<file path="config.mk">
export PLATFORM = sky130hd
export DESIGN_NAME = grid_maze_dfs_path_finder
export DESIGN_NICKNAME = d
export VERILOG_FILES = /design/src/rtl/gmdfs_pkg.sv /design/src/rtl/gmdfs_map.sv /design/src/rtl/gmdfs_stack.sv /design/src/rtl/grid_maze_dfs_path_finder.sv
export SDC_FILE = /design/constraint.sdc
export NUM_CORES = 2
export LEC_CHECK = 0
export ABC_AREA = 1
export BUFFER_PORTS_ARGS = -buffer_cell sky130_fd_sc_hd__buf_2
export CAP_MARGIN = 20
export CORE_AREA = 3 3 521 471
export CTS_CLUSTER_DIAMETER = 120
export CTS_CLUSTER_SIZE = 28
export DETAILED_ROUTE_END_ITERATION = 8
export DIE_AREA = 0 0 524 474
export GPL_ROUTABILITY_DRIVEN = 0
export GPL_TIMING_DRIVEN = 1
export PLACE_DENSITY = 0.76
export SLEW_MARGIN = 20
export SYNTH_ARGS = -nofsm -noshare
export SYNTH_HDL_FRONTEND = slang
export SYNTH_SLANG_ARGS = --single-unit
</file>
<file path="constraint.sdc">
create_clock -name aclk -period 15.5 [get_ports aclk]
set_clock_uncertainty 0.05 [all_clocks]
set_input_delay 1.55 -clock aclk [delete_from_list [all_inputs] [get_ports aclk]]
set_output_delay 1.55 -clock aclk [all_outputs]
set_load 0.01 [all_outputs]
</file>
<file path="src/rtl/gmdfs_pkg.sv">
package gmdfs_pkg;

    // operation codes carried on s_axis_tuser
    localparam logic [1:0] OP_LOAD   = 2'd0;
    localparam logic [1:0] OP_SEARCH = 2'd1;
    localparam logic [1:0] OP_READ   = 2'd2;

    // configuration register indexes
    localparam logic [2:0] CFG_GRID_SIZE  = 3'd0;
    localparam logic [2:0] CFG_SOURCE_ROW = 3'd1;
    localparam logic [2:0] CFG_SOURCE_COL = 3'd2;
    localparam logic [2:0] CFG_TARGET_ROW = 3'd3;
    localparam logic [2:0] CFG_TARGET_COL = 3'd4;

    // walk directions, tried in this order
    localparam logic [1:0] DIR_RIGHT = 2'd0;
    localparam logic [1:0] DIR_LEFT  = 2'd1;
    localparam logic [1:0] DIR_UP    = 2'd2;
    localparam logic [1:0] DIR_DOWN  = 2'd3;

    localparam int S_TDATA_W = 16;
    localparam int M_TDATA_W = 24;

    typedef enum logic [8:0] {
        ST_IDLE  = 9'b000000001,
        ST_READ  = 9'b000000010,
        ST_CLEAR = 9'b000000100,
        ST_START = 9'b000001000,
        ST_EVAL  = 9'b000010000,
        ST_PROBE = 9'b000100000,
        ST_CHECK = 9'b001000000,
        ST_POP   = 9'b010000000,
        ST_POPW  = 9'b100000000
    } state_t;

endpackage

</file>
<file path="src/rtl/gmdfs_map.sv">
module gmdfs_map #(
    parameter int AW = 8,
    parameter int DEPTH = 256
) (
    input  logic          aclk,
    input  logic          open_we,
    input  logic [AW-1:0] open_addr,
    input  logic          open_wdata,
    input  logic          vis_we,
    input  logic [AW-1:0] vis_addr,
    input  logic          vis_wdata,
    input  logic [AW-1:0] rd_addr,
    output logic          rd_open,
    output logic          rd_visited
);
    logic open_mem [DEPTH];
    logic vis_mem  [DEPTH];

    always_ff @(posedge aclk) begin
        if (open_we) begin
            open_mem[open_addr] <= open_wdata;
        end
        rd_open <= open_mem[rd_addr];
    end

    always_ff @(posedge aclk) begin
        if (vis_we) begin
            vis_mem[vis_addr] <= vis_wdata;
        end
        rd_visited <= vis_mem[rd_addr];
    end

endmodule

</file>
<file path="src/rtl/gmdfs_stack.sv">
module gmdfs_stack #(
    parameter int AW = 8,
    parameter int DEPTH = 256,
    parameter int DW = 8
) (
    input  logic          aclk,
    input  logic          we,
    input  logic [AW-1:0] waddr,
    input  logic [DW-1:0] wdata,
    input  logic [AW-1:0] raddr,
    output logic [DW-1:0] rdata
);
    logic [DW-1:0] mem [DEPTH];

    always_ff @(posedge aclk) begin
        if (we) begin
            mem[waddr] <= wdata;
        end
        rdata <= mem[raddr];
    end

endmodule

</file>
<file path="src/rtl/grid_maze_dfs_path_finder.sv">
// Depth-first path finder on a square grid of up to GRID_MAX x GRID_MAX cells.
// Beats on the slave side carry an operation in s_axis_tuser: load one cell's
// open/wall bit, run a search from the source to the target cell, or read the
// next cell of the found path. Every input beat yields exactly one result beat
// with the found flag and path length; read beats also carry the path cell,
// with tuser marking a valid cell and tlast marking the target. Load beats and
// unused codes are answered straight from idle; read beats first pass through
// ST_READ for a synchronous stack read. A search first sweeps the whole
// visited map, one cell a cycle (all GRID_MAX*GRID_MAX cells), then walks:
// each probe of a neighbour inside the grid is one map read (PROBE) plus a
// check (CHECK), a neighbour off the grid is skipped, the target next door
// is pushed without a probe, and a backtrack passes POP and POPW for the
// stack read. Each cell is evaluated once on arrival and once more after
// each child backtracks. The walk runs out of memories with one write and
// one read port: open/visited maps and the coordinate stack. The open map
// holds whatever was loaded; cells never loaded read as garbage.
// Configuration is written by the user through cfg_we/cfg_addr/cfg_wdata
// only while idle; the block does not enforce it.
module grid_maze_dfs_path_finder #(
    parameter int GRID_MAX = 16
) (
    input  logic                              aclk,
    input  logic                              aresetn,
    input  logic                              cfg_we,
    input  logic [2:0]                        cfg_addr,
    input  logic [4:0]                        cfg_wdata,
    input  logic                              s_axis_tvalid,
    output logic                              s_axis_tready,
    // cell_row[3:0], cell_col[7:4], cell_open[8], zero fill
    input  logic [gmdfs_pkg::S_TDATA_W-1:0]   s_axis_tdata,
    // operation[1:0]
    input  logic [1:0]                        s_axis_tuser,
    output logic                              m_axis_tvalid,
    input  logic                              m_axis_tready,
    // path_found[0], path_length[9:1], step_row[13:10], step_col[17:14], zero fill
    output logic [gmdfs_pkg::M_TDATA_W-1:0]   m_axis_tdata,
    // step_valid[0]
    output logic [0:0]                        m_axis_tuser,
    // step_last
    output logic                              m_axis_tlast
);
    import gmdfs_pkg::*;

    localparam int CELLS = GRID_MAX * GRID_MAX;
    localparam int AW    = $clog2(CELLS);
    localparam int CW    = $clog2(GRID_MAX);
    localparam int DW    = $clog2(CELLS + 1);
    // compare width: holds the 5-bit grid size, GRID_MAX and a coordinate + 1
    localparam int CMP_W = ($clog2(GRID_MAX + 1) > 5 ? $clog2(GRID_MAX + 1) : 5) + 1;

    state_t          st_reg, st_next;
    logic [4:0]      gs_reg, gs_next;
    logic [3:0]      sr_reg, sr_next, sc_reg, sc_next;
    logic [3:0]      tr_reg, tr_next, tc_reg, tc_next;
    logic [DW-1:0]   depth_reg, depth_next;
    logic [DW-1:0]   rp_reg, rp_next;
    logic            found_reg, found_next;
    logic            oob_reg, oob_next;
    logic [AW-1:0]   clr_reg, clr_next;
    logic [1:0]      dir_reg, dir_next;
    logic [CW-1:0]   ty_reg, ty_next, tx_reg, tx_next;
    logic            ov_reg, ov_next;
    logic [3:0]      orow_reg, orow_next, ocol_reg, ocol_next;
    logic            osv_reg, osv_next, olast_reg, olast_next;

    // memory ports
    logic            open_we, vis_we, vis_wdata, stk_we;
    logic [AW-1:0]   open_addr, vis_addr, map_raddr, stk_waddr, stk_raddr;
    logic [2*CW-1:0] stk_wdata, stk_rdata;
    logic            rd_open, rd_visited;

    // decoded beat
    logic [1:0]      in_op;
    logic [3:0]      in_row, in_col;
    logic            in_open, in_acc;

    // walk helpers
    logic [CMP_W-1:0] n_live, ye, xe, tre, tce;
    logic [CW-1:0]    tr_c, tc_c, nb_y, nb_x;
    logic             at_target, adj_target, nb_ok;
    logic [31:0]      len32;

    assign in_op   = s_axis_tuser;
    assign in_row  = s_axis_tdata[3:0];
    assign in_col  = s_axis_tdata[7:4];
    assign in_open = s_axis_tdata[8];

    assign s_axis_tready = (st_reg == ST_IDLE) && (!ov_reg || m_axis_tready);
    assign in_acc        = s_axis_tvalid && s_axis_tready;

    assign len32         = found_reg ? 32'(depth_reg) : 32'd0;
    assign m_axis_tvalid = ov_reg;
    assign m_axis_tdata  = {6'd0, ocol_reg, orow_reg, len32[8:0], found_reg};
    assign m_axis_tuser  = osv_reg;
    assign m_axis_tlast  = olast_reg;

    always_comb begin
        if (gs_reg == 5'd0) begin
            n_live = CMP_W'(1);
        end else if (32'(gs_reg) > GRID_MAX) begin
            n_live = CMP_W'(GRID_MAX);
        end else begin
            n_live = CMP_W'(gs_reg);
        end
    end

    assign tr_c = CW'(tr_reg);
    assign tc_c = CW'(tc_reg);
    assign ye   = CMP_W'(ty_reg);
    assign xe   = CMP_W'(tx_reg);
    assign tre  = CMP_W'(tr_c);
    assign tce  = CMP_W'(tc_c);

    assign at_target  = (ty_reg == tr_c) && (tx_reg == tc_c);
    assign adj_target = ((ye + 1'b1 == tre) && (xe == tce)) ||
                        ((ye == tre + 1'b1) && (xe == tce)) ||
                        ((ye == tre) && (xe + 1'b1 == tce)) ||
                        ((ye == tre) && (xe == tce + 1'b1));

    always_comb begin
        nb_y  = ty_reg;
        nb_x  = tx_reg;
        nb_ok = 1'b0;
        case (dir_reg)
            DIR_RIGHT: begin
                nb_x  = tx_reg + 1'b1;
                nb_ok = (xe + 1'b1) < n_live;
            end
            DIR_LEFT: begin
                nb_x  = tx_reg - 1'b1;
                nb_ok = xe != '0;
            end
            DIR_UP: begin
                nb_y  = ty_reg - 1'b1;
                nb_ok = ye != '0;
            end
            DIR_DOWN: begin
                nb_y  = ty_reg + 1'b1;
                nb_ok = (ye + 1'b1) < n_live;
            end
            default: begin
                nb_ok = 1'b0;
            end
        endcase
    end

    assign map_raddr = AW'(32'(nb_y) * GRID_MAX + 32'(nb_x));

    always_comb begin
        st_next    = st_reg;
        gs_next    = gs_reg;
        sr_next    = sr_reg;
        sc_next    = sc_reg;
        tr_next    = tr_reg;
        tc_next    = tc_reg;
        depth_next = depth_reg;
        rp_next    = rp_reg;
        found_next = found_reg;
        oob_next   = oob_reg;
        clr_next   = clr_reg;
        dir_next   = dir_reg;
        ty_next    = ty_reg;
        tx_next    = tx_reg;
        ov_next    = ov_reg && !m_axis_tready;
        orow_next  = orow_reg;
        ocol_next  = ocol_reg;
        osv_next   = osv_reg;
        olast_next = olast_reg;

        open_we    = 1'b0;
        open_addr  = AW'(32'(in_row) * GRID_MAX + 32'(in_col));
        vis_we     = 1'b0;
        vis_addr   = clr_reg;
        vis_wdata  = 1'b0;
        stk_we     = 1'b0;
        stk_waddr  = AW'(depth_reg);
        stk_wdata  = {ty_reg, tx_reg};
        stk_raddr  = AW'(rp_reg);

        if (cfg_we) begin
            case (cfg_addr)
                CFG_GRID_SIZE:  gs_next = cfg_wdata;
                CFG_SOURCE_ROW: sr_next = cfg_wdata[3:0];
                CFG_SOURCE_COL: sc_next = cfg_wdata[3:0];
                CFG_TARGET_ROW: tr_next = cfg_wdata[3:0];
                CFG_TARGET_COL: tc_next = cfg_wdata[3:0];
                default: ;
            endcase
        end

        case (st_reg)
            ST_IDLE: begin
                if (in_acc) begin
                    orow_next  = 4'd0;
                    ocol_next  = 4'd0;
                    osv_next   = 1'b0;
                    olast_next = 1'b0;
                    case (in_op)
                        OP_LOAD: begin
                            open_we = (32'(in_row) < GRID_MAX) && (32'(in_col) < GRID_MAX);
                            ov_next = 1'b1;
                        end
                        OP_SEARCH: begin
                            found_next = 1'b0;
                            depth_next = '0;
                            rp_next    = '0;
                            clr_next   = '0;
                            oob_next   = (CMP_W'(sr_reg) >= n_live) ||
                                         (CMP_W'(sc_reg) >= n_live) ||
                                         (CMP_W'(tr_reg) >= n_live) ||
                                         (CMP_W'(tc_reg) >= n_live);
                            st_next    = ST_CLEAR;
                        end
                        OP_READ: begin
                            if (found_reg && (rp_reg < depth_reg)) begin
                                st_next = ST_READ;
                            end else begin
                                ov_next = 1'b1;
                            end
                        end
                        default: begin
                            ov_next = 1'b1;
                        end
                    endcase
                end
            end
            ST_READ: begin
                orow_next  = 4'(stk_rdata[2*CW-1:CW]);
                ocol_next  = 4'(stk_rdata[CW-1:0]);
                osv_next   = 1'b1;
                olast_next = (rp_reg + 1'b1) == depth_reg;
                rp_next    = rp_reg + 1'b1;
                ov_next    = 1'b1;
                st_next    = ST_IDLE;
            end
            ST_CLEAR: begin
                // sweep the visited map clear
                vis_we   = 1'b1;
                clr_next = clr_reg + 1'b1;
                if (32'(clr_reg) == CELLS - 1) begin
                    if (oob_reg) begin
                        ov_next = 1'b1;
                        st_next = ST_IDLE;
                    end else begin
                        st_next = ST_START;
                    end
                end
            end
            ST_START: begin
                vis_we     = 1'b1;
                vis_wdata  = 1'b1;
                vis_addr   = AW'(32'(sr_reg) * GRID_MAX + 32'(sc_reg));
                stk_we     = 1'b1;
                stk_waddr  = '0;
                stk_wdata  = {CW'(sr_reg), CW'(sc_reg)};
                depth_next = DW'(1);
                ty_next    = CW'(sr_reg);
                tx_next    = CW'(sc_reg);
                st_next    = ST_EVAL;
            end
            ST_EVAL: begin
                if (at_target) begin
                    found_next = 1'b1;
                    ov_next    = 1'b1;
                    st_next    = ST_IDLE;
                end else if (adj_target) begin
                    // destination next door: step onto it without a probe
                    if (32'(depth_reg) < CELLS) begin
                        stk_we     = 1'b1;
                        stk_wdata  = {tr_c, tc_c};
                        depth_next = depth_reg + 1'b1;
                        ty_next    = tr_c;
                        tx_next    = tc_c;
                    end
                end else begin
                    dir_next = DIR_RIGHT;
                    st_next  = ST_PROBE;
                end
            end
            ST_PROBE: begin
                if (nb_ok) begin
                    st_next = ST_CHECK;
                end else if (dir_reg == DIR_DOWN) begin
                    st_next = ST_POP;
                end else begin
                    dir_next = dir_reg + 1'b1;
                end
            end
            ST_CHECK: begin
                if (rd_open && !rd_visited) begin
                    vis_we    = 1'b1;
                    vis_wdata = 1'b1;
                    vis_addr  = map_raddr;
                    if (32'(depth_reg) < CELLS) begin
                        stk_we     = 1'b1;
                        stk_wdata  = {nb_y, nb_x};
                        depth_next = depth_reg + 1'b1;
                    end
                    ty_next = nb_y;
                    tx_next = nb_x;
                    st_next = ST_EVAL;
                end else if (dir_reg == DIR_DOWN) begin
                    st_next = ST_POP;
                end else begin
                    dir_next = dir_reg + 1'b1;
                    st_next  = ST_PROBE;
                end
            end
            ST_POP: begin
                depth_next = depth_reg - 1'b1;
                stk_raddr  = AW'(depth_reg - DW'(2));
                if (depth_reg == DW'(1)) begin
                    ov_next = 1'b1;
                    st_next = ST_IDLE;
                end else begin
                    st_next = ST_POPW;
                end
            end
            ST_POPW: begin
                ty_next = stk_rdata[2*CW-1:CW];
                tx_next = stk_rdata[CW-1:0];
                st_next = ST_EVAL;
            end
            default: begin
                st_next = ST_IDLE;
            end
        endcase
    end

    always_ff @(posedge aclk) begin
        if (!aresetn) begin
            st_reg    <= ST_IDLE;
            gs_reg    <= 5'd16;
            sr_reg    <= 4'd0;
            sc_reg    <= 4'd0;
            tr_reg    <= 4'd15;
            tc_reg    <= 4'd15;
            depth_reg <= '0;
            rp_reg    <= '0;
            found_reg <= 1'b0;
            ov_reg    <= 1'b0;
        end else begin
            st_reg    <= st_next;
            gs_reg    <= gs_next;
            sr_reg    <= sr_next;
            sc_reg    <= sc_next;
            tr_reg    <= tr_next;
            tc_reg    <= tc_next;
            depth_reg <= depth_next;
            rp_reg    <= rp_next;
            found_reg <= found_next;
            ov_reg    <= ov_next;
        end
    end

    always_ff @(posedge aclk) begin
        oob_reg   <= oob_next;
        clr_reg   <= clr_next;
        dir_reg   <= dir_next;
        ty_reg    <= ty_next;
        tx_reg    <= tx_next;
        orow_reg  <= orow_next;
        ocol_reg  <= ocol_next;
        osv_reg   <= osv_next;
        olast_reg <= olast_next;
    end

    gmdfs_map #(
        .AW    (AW),
        .DEPTH (CELLS)
    ) u_map (
        .aclk       (aclk),
        .open_we    (open_we),
        .open_addr  (open_addr),
        .open_wdata (in_open),
        .vis_we     (vis_we),
        .vis_addr   (vis_addr),
        .vis_wdata  (vis_wdata),
        .rd_addr    (map_raddr),
        .rd_open    (rd_open),
        .rd_visited (rd_visited)
    );

    gmdfs_stack #(
        .AW    (AW),
        .DEPTH (CELLS),
        .DW    (2 * CW)
    ) u_stack (
        .aclk  (aclk),
        .we    (stk_we),
        .waddr (stk_waddr),
        .wdata (stk_wdata),
        .raddr (stk_raddr),
        .rdata (stk_rdata)
    );

`ifndef ASSERT_OFF
    a_depth_bound: assert property (@(posedge aclk) disable iff (!aresetn)
        32'(depth_reg) <= CELLS)
        else $error("stack depth beyond grid");
    a_found_nonempty: assert property (@(posedge aclk) disable iff (!aresetn)
        found_reg |-> depth_reg != '0)
        else $error("found with empty path");
    a_read_slot_free: assert property (@(posedge aclk) disable iff (!aresetn)
        st_reg == ST_READ |-> !ov_reg)
        else $error("read result would overwrite held beat");
    a_rp_bound: assert property (@(posedge aclk) disable iff (!aresetn)
        found_reg |-> rp_reg <= depth_reg)
        else $error("read pointer past path end");
    a_search_done: assert property (@(posedge aclk) disable iff (!aresetn)
        (st_reg == ST_EVAL && at_target) |=> found_reg && ov_reg)
        else $error("target reached but no result");
`endif

endmodule
</file>
Yosys cells after proc, flatten, opt, wreduce, memory -nomap -nowiden
Memories as Yosys holds them, arrays and structs flattened. A register that Yosys moved wholly into a read port is not among the register bits.
Cells that the tools add are included.
Widths: inputs -> output; s select.
{"block": "op_classes", "n_eq_ne": 42, "muxes": 91, "addsub": 17, "reduce_logical": 48, "n_lt_le_gt_ge": 9}
{"operator": "$mux 9", "count": 15}
{"operator": "$mux 8", "count": 12}
{"operator": "$pmux 9 s7", "count": 1}
{"operator": "$pmux 9 s5", "count": 1}
{"operator": "$mux 4", "count": 10}
{"operator": "$pmux 9 s2", "count": 2}
{"operator": "$pmux 4 s2", "count": 4}
{"operator": "$pmux 4 s4", "count": 2}
{"operator": "$pmux 8 s2", "count": 2}
{"operator": "$add 8x4->8", "count": 3}
{"operator": "$ge 4x6->1", "count": 4}
{"operator": "$mux 1", "count": 24}
{"operator": "$pmux 8 s3", "count": 1}
{"operator": "$add 4x1->5 const B", "count": 4}
{"operator": "$ne 2x2->1 const B", "count": 10}
{"operator": "$add 9x1->9 const B", "count": 2}
{"operator": "$eq 9x1->1 const B", "count": 2}
{"operator": "$eq 6x4->1", "count": 2}
{"operator": "$lt 5x6->1", "count": 2}
{"operator": "$pmux 1 s2", "count": 6}
{"operator": "$reduce_and 2->1", "count": 6}
{"operator": "$reduce_and 6->1", "count": 2}
{"operator": "$reduce_bool 6->1", "count": 2}
{"operator": "$eq 4x5->1", "count": 2}
{"operator": "48 further kinds", "count": 86}
{"block": "word_totals", "ramBits": 2560, "inputBits": 31, "n_memories": 3, "out_inout_bits": 28, "ff_bits": 79}
{"name": "u_stack.mem", "words": 256, "word_bits": 8, "read_ports": 1, "rd_clocked_by_memory_dff": 1, "write_ports": 1, "line": "gmdfs_stack.sv:13", "source": "logic [DW-1:0] mem [DEPTH];"}
{"name": "u_map.open_mem", "words": 256, "word_bits": 1, "read_ports": 1, "rd_clocked_by_memory_dff": 1, "write_ports": 1, "line": "gmdfs_map.sv:16", "source": "logic open_mem [DEPTH];"}
{"name": "u_map.vis_mem", "words": 256, "word_bits": 1, "read_ports": 1, "rd_clocked_by_memory_dff": 1, "write_ports": 1, "line": "gmdfs_map.sv:17", "source": "logic vis_mem [DEPTH];"}

Depth between registers and ports, before layout
{"block": "depth", "ltp_word": 11, "mapped_depth": 19, "mapped_depth_nobuf": 17}

By module
A second synthesis with hierarchy kept.
{"block": "unflattened", "cells_unflattened": 10363, "area_unflattened_um2": 113560.2}
{"mod": "gmdfs_stack", "cells_per_inst": 7003, "area_each_um2": 83396.2, "seq_area_each_um2": 61659.1, "instances": 1}
{"mod": "gmdfs_map", "cells_per_inst": 2374, "area_each_um2": 23388.7, "seq_area_each_um2": 15414.8, "instances": 1}
{"mod": "grid_maze_dfs_path_finder", "cells_per_inst": 986, "area_each_um2": 6775.2, "seq_area_each_um2": 1871.8, "instances": 1}

Least setup slack after synthesis
No wires, ideal clock.
{"block": "synth_timing", "path_kind": "register -> register", "start": "register ty_reg[1]", "end": "memory u_stack.mem[0][1], data pin", "setup_time_ps": 1578, "path_slack_ps": 5106, "path_stages_with_launch": 12, "t_arrival_ps": 8766, "path_cell_list": "edfxtp_1 clkbuf_1 inv_1 ha_1 xor2_1 nor3_1 nand4_1 o21ai_0 nand2_1 nand2_1 nand2_1 o2111ai_1"}
{"block": "synth_between", "elab_chain_len": 9, "word_cells_on_any_way": 15, "classes_between": "add/sub: 1; eq/ne: 3; mux: 3; reduce/logical: 8"}
{"element": "start, declared", "line": "grid_maze_dfs_path_finder.sv:61", "source": "logic [CW-1:0] ty_reg, ty_next, tx_reg, tx_next;"}
{"element": "start signal, assigned", "line": "grid_maze_dfs_path_finder.sv:360", "source": "ty_reg <= ty_next;"}
{"element": "$add 4x1->5", "line": "grid_maze_dfs_path_finder.sv:115", "source": "assign adj_target = ((ye + 1'b1 == tre) && (xe == tce)) ||"}
{"element": "$eq 6x4->1", "line": "grid_maze_dfs_path_finder.sv:115"}
{"element": "$logic_and 1x1->1", "line": "grid_maze_dfs_path_finder.sv:115"}
{"element": "$logic_or 1x1->1", "line": "grid_maze_dfs_path_finder.sv:115"}
{"element": "$logic_or 1x1->1", "line": "grid_maze_dfs_path_finder.sv:116", "source": "((ye == tre + 1'b1) && (xe == tce)) ||"}
{"element": "$logic_or 1x1->1", "line": "grid_maze_dfs_path_finder.sv:117", "source": "((ye == tre) && (xe + 1'b1 == tce)) ||"}
{"element": "$mux 8", "line": "grid_maze_dfs_path_finder.sv:266", "source": "end else if (adj_target) begin"}
{"element": "$mux 8 (*)", "line": "grid_maze_dfs_path_finder.sv:262", "source": "if (at_target) begin"}
{"element": "$pmux 8 s3 (*)", "line": "grid_maze_dfs_path_finder.sv:191", "source": "case (st_reg)"}
{"element": "named net stk_wdata[1]", "line": "grid_maze_dfs_path_finder.sv:69", "source": "logic [2*CW-1:0] stk_wdata, stk_rdata;"}
{"element": "end, declared", "line": "gmdfs_stack.sv:13"}
Mark *: on every way through the listed nets, which the timed path passes. The rest lies on a longest branch.

Worst setup path in the final report
{"block": "layout_timing", "start": "register st_reg[2]", "end": "register u_stack.rdata[0] (read register of u_stack.mem)"}
{"block": "layout_between", "elab_chain_len": 2}
{"element": "start, declared", "line": "grid_maze_dfs_path_finder.sv:51", "source": "state_t st_reg, st_next;"}
{"element": "start signal, assigned", "line": "grid_maze_dfs_path_finder.sv:343", "source": "st_reg <= st_next;"}
{"element": "$eq 9x8->1", "line": "grid_maze_dfs_path_finder.sv:191"}
{"element": "$mux 8", "line": "grid_maze_dfs_path_finder.sv:191"}
{"element": "end, declared", "line": "gmdfs_stack.sv:11", "source": "output logic [DW-1:0] rdata"}
Every way passes these cells.
A chain may end at the register's enable or synchronous reset.

==> results.yml <==
floorplan:
  io_pins: 59
  initial_core_util_pct: 49.78
  die_h_um: 474
  die_w_um: 524
  rows: 171
  dieArea_sq_mm: 0.2484
  coreArea_sq_mm: 0.2407
final_layout:
  regMostFlops: "u_stack.mem"
  fin_util_pct: 51.94
  synthToLayoutAreaGrowth_pct: 4.347
  fill_cells: 20230
  layout-drive-gt1-share_pct: 3.609
  largest_register_ffs: 2048
  final_common_cell: "edfxtp_1"
  reg_top3: "u_stack.mem (2048), u_map.open_mem (256), u_map.vis_mem (256)"
  final_cell_mix: "edfxtp_1 (2,589), nand3_1 (2,214), nand2_1 (1,921)"
  final_cells: 13930
  nNetsFinal: 10750
power_and_ir_drop:
  total_power_mw: 11.99
  irDropWorstVdd_mv: 0.09927
  power.density_mw_per_mm2: 95.91
  p_leak_nw: 44.64
sta:
  final.period_utilization_pct: 44.06
  hold_violations: 0
  rsz0062_at_grt: "false"
  final-setup-viol-count: 0
  setup_tns_ns: 0
  worst_pin_slew_ns: 1.119
  fmax_ghz: 0.1464
  slew_violations: 0
  period_minus_slack_ns: 6.830
  relSlewSlack_pct: 25.37
clock_network:
  cts.sinks: 2649
  cts_max_level: 3
  cts_hold_buf: 0
  cts_setup_buffers: 0
  cts_tree: "yes"
  clock_latency_ns: 0.81
  cts_buffers: 105
  cts_buffer_depth: 3
  path_clk_slew_ns: 0.11
  cts_resized: 0
  cts.root.buffer_cell: "clkbuf_16"
global_route:
  grt_max_degree: 245
  grt_pass1_wl_um: 465100
  grtUsageTotal_pct: 24.19
  first_global_vias: 78020
  overflow: 0
  antenna_found_initial: 4
critical_path:
  cp_slowest_cell: "nand2_4"
  reg2reg_depth: 17
  end_kind: "flop"
  path_buf_inv: 3
  critical_path.max_fanout: 186
  critPathRequiredTime_ns: 16.15
  crit_family: "simple AND/OR/NAND/NOR gates"
  crit_type: "reg2reg"
  critPathArrivalTime_ns: 7.48
  timing.rr.end: "u_stack.rdata[0]"
  max_stage_delay_ns: 1.04
  crit_path_start_kind: "flop"
  rrSetupSlack_ns: 8.67
  crit_chain: "nor2_4 -> nand2_1 -> nor2_1 -> nand3_4 -> nand2_4 -> buf_4 -> buf_4 -> buf_12 -> nand2_1 -> o211ai_1 -> nand3_1 -> nand3_1 -> nand3_1 -> nand3_1 -> nand3_1 -> nand3_1 -> nand2_1"
  r2r_start: "st_reg[2]"
  critPathMostFrequentCell: "nand3_1"
route:
  viasPerCell: 5.976
  postRouteWirelength_um: 309500
  drtIter0Drc: 12730
  drc: 0
  num_vias: 83260
  drt-pass1-iter-count: 9
  drtAntennaViolNets: 0
  routedWlPerCell_um: 22.21
yosys:
  avgSynthCellArea_sq_um: 10.72
  async_reset_ff_share_pct: 0
  yosysUniqueCellTypes: 60
  synth_edf_count: 2589
  ys_warn_count: 0
  synth_flop_cell: "edfxtp_1"
  yosys_register_bits: 2649
  synthTopCellsByArea: "edfxtp_1 (65%), nand3_1 (9.3%), nand2_1 (6.0%), nand3b_1 (3.9%), inv_1 (3.2%)"
  synth_top_area_share_pct: 64.89
  netlist_area_sq_mm: 0.1198
  synth_cells: 11180
  synth_seq_area_share_pct: 65.89
  yosysTopAreaCell: "edfxtp_1"
hold_path:
  hp-class: "reg2reg"
  hp-start: "gs_reg[0]"
  min_delay_path_depth: 2
  hold_end: "gs_reg[0]"
placed_design:
  place_inst: 13750
  io_buffers: 45
  hpwl_um: 173000
flow_run:
  max_cap_viol_count: 0
outcome:
  status: "complete, no violations"
-- worst register-to-register path: cells and delay by family, from the launching register on --
family	cells	cell delay (ns)
AO/OA/AOI/OAI	1	0.14
buffers and inverters	3	2.15
AND/OR/NAND/NOR	13	4.02
flip-flops	1	0.36
-- stage by stage --
stage	cell area [sq um]	setup slack [ns]	hold WS, ns
global route	125000	8.420	0.4860
detailed placement	122000	9.079	0.4408
finish	125000	8.670	0.4470
global placement	122000	9.203	0.4132
CTS	125000	9.020	0.4569
floorplan	119800	5.106	0.3939
-- layer usage --
metal,track usage (%),vias to the layer above,part of all wire [%]
met5,0,-,0.034
met4,7.826,4,3.3
met3,6.159,616,13
met2,37.24,4971,45
met1,33.64,40260,39
li1,-,37410,-
-- worst max-delay path by stage --
stage                         start                end  depth (start not counted)
after floorplan           ty_reg[1]  u_stack.mem[0][1]                         11
after global placement    st_reg[2]   u_stack.rdata[7]                         18
after detailed placement  st_reg[2]   u_stack.rdata[3]                         18
after CTS                 st_reg[2]   u_stack.rdata[3]                         18
after global routing      st_reg[0]   u_stack.rdata[3]                         18
final                     st_reg[2]   u_stack.rdata[0]                         17
-- kinds of logic (layout without fill, tap and decap cells) --
group	count (synthesis)	count (layout)	share of synthesized area, %
AND/OR/NAND/NOR	5839	5839	22.99
flip-flops	2649	2649	65.89
other	1	17	0.003130
adder cells (fa/ha/maj)	54	54	0.5764
AO/OA/AOI/OAI	756	756	4.079
buffers and inverters	1839	1377	6.159
XOR/XNOR	41	41	0.3060
-- cell type report --
| cell class | instances | area (sq um) | share of cell area (%) |
|---|---|---|---|
| clock inverters | 6 | 82.58 | 0.06605 |
| repair buffers | 154 | 1269 | 1.015 |
| flip-flops and latches | 2649 | 78950 | 63.14 |
| diodes | 11 | 27.53 | 0.02202 |
| multi-input cells | 6696 | 33830 | 27.06 |
| inverters | 1055 | 3984 | 3.186 |
| clock buffers | 162 | 2884 | 2.307 |
| well taps | 3200 | 4004 | 3.202 |
-- cells in the mapped netlist, types with 60 or more instances --
master and instances:
edfxtp_1 2589, nand3_1 2216, nand2_1 1931, inv_1 1033
nor2_1 967, nand3b_1 625, clkbuf_1 375, buf_2 312
o21ai_0 280, o21bai_1 184, o211ai_1 135, buf_1 81
a21oi_1 76, dfxtp_1 60
-- power by group --
group	leakage, nW	internal, mW	switching [mW]
clock network	1.42	1.30	2.10
registers	23.3	7.79	0.0479
logic	19.9	0.175	0.577
total	44.6	9.26	2.73
No activity file was read; power rests on OpenSTA's default activity.
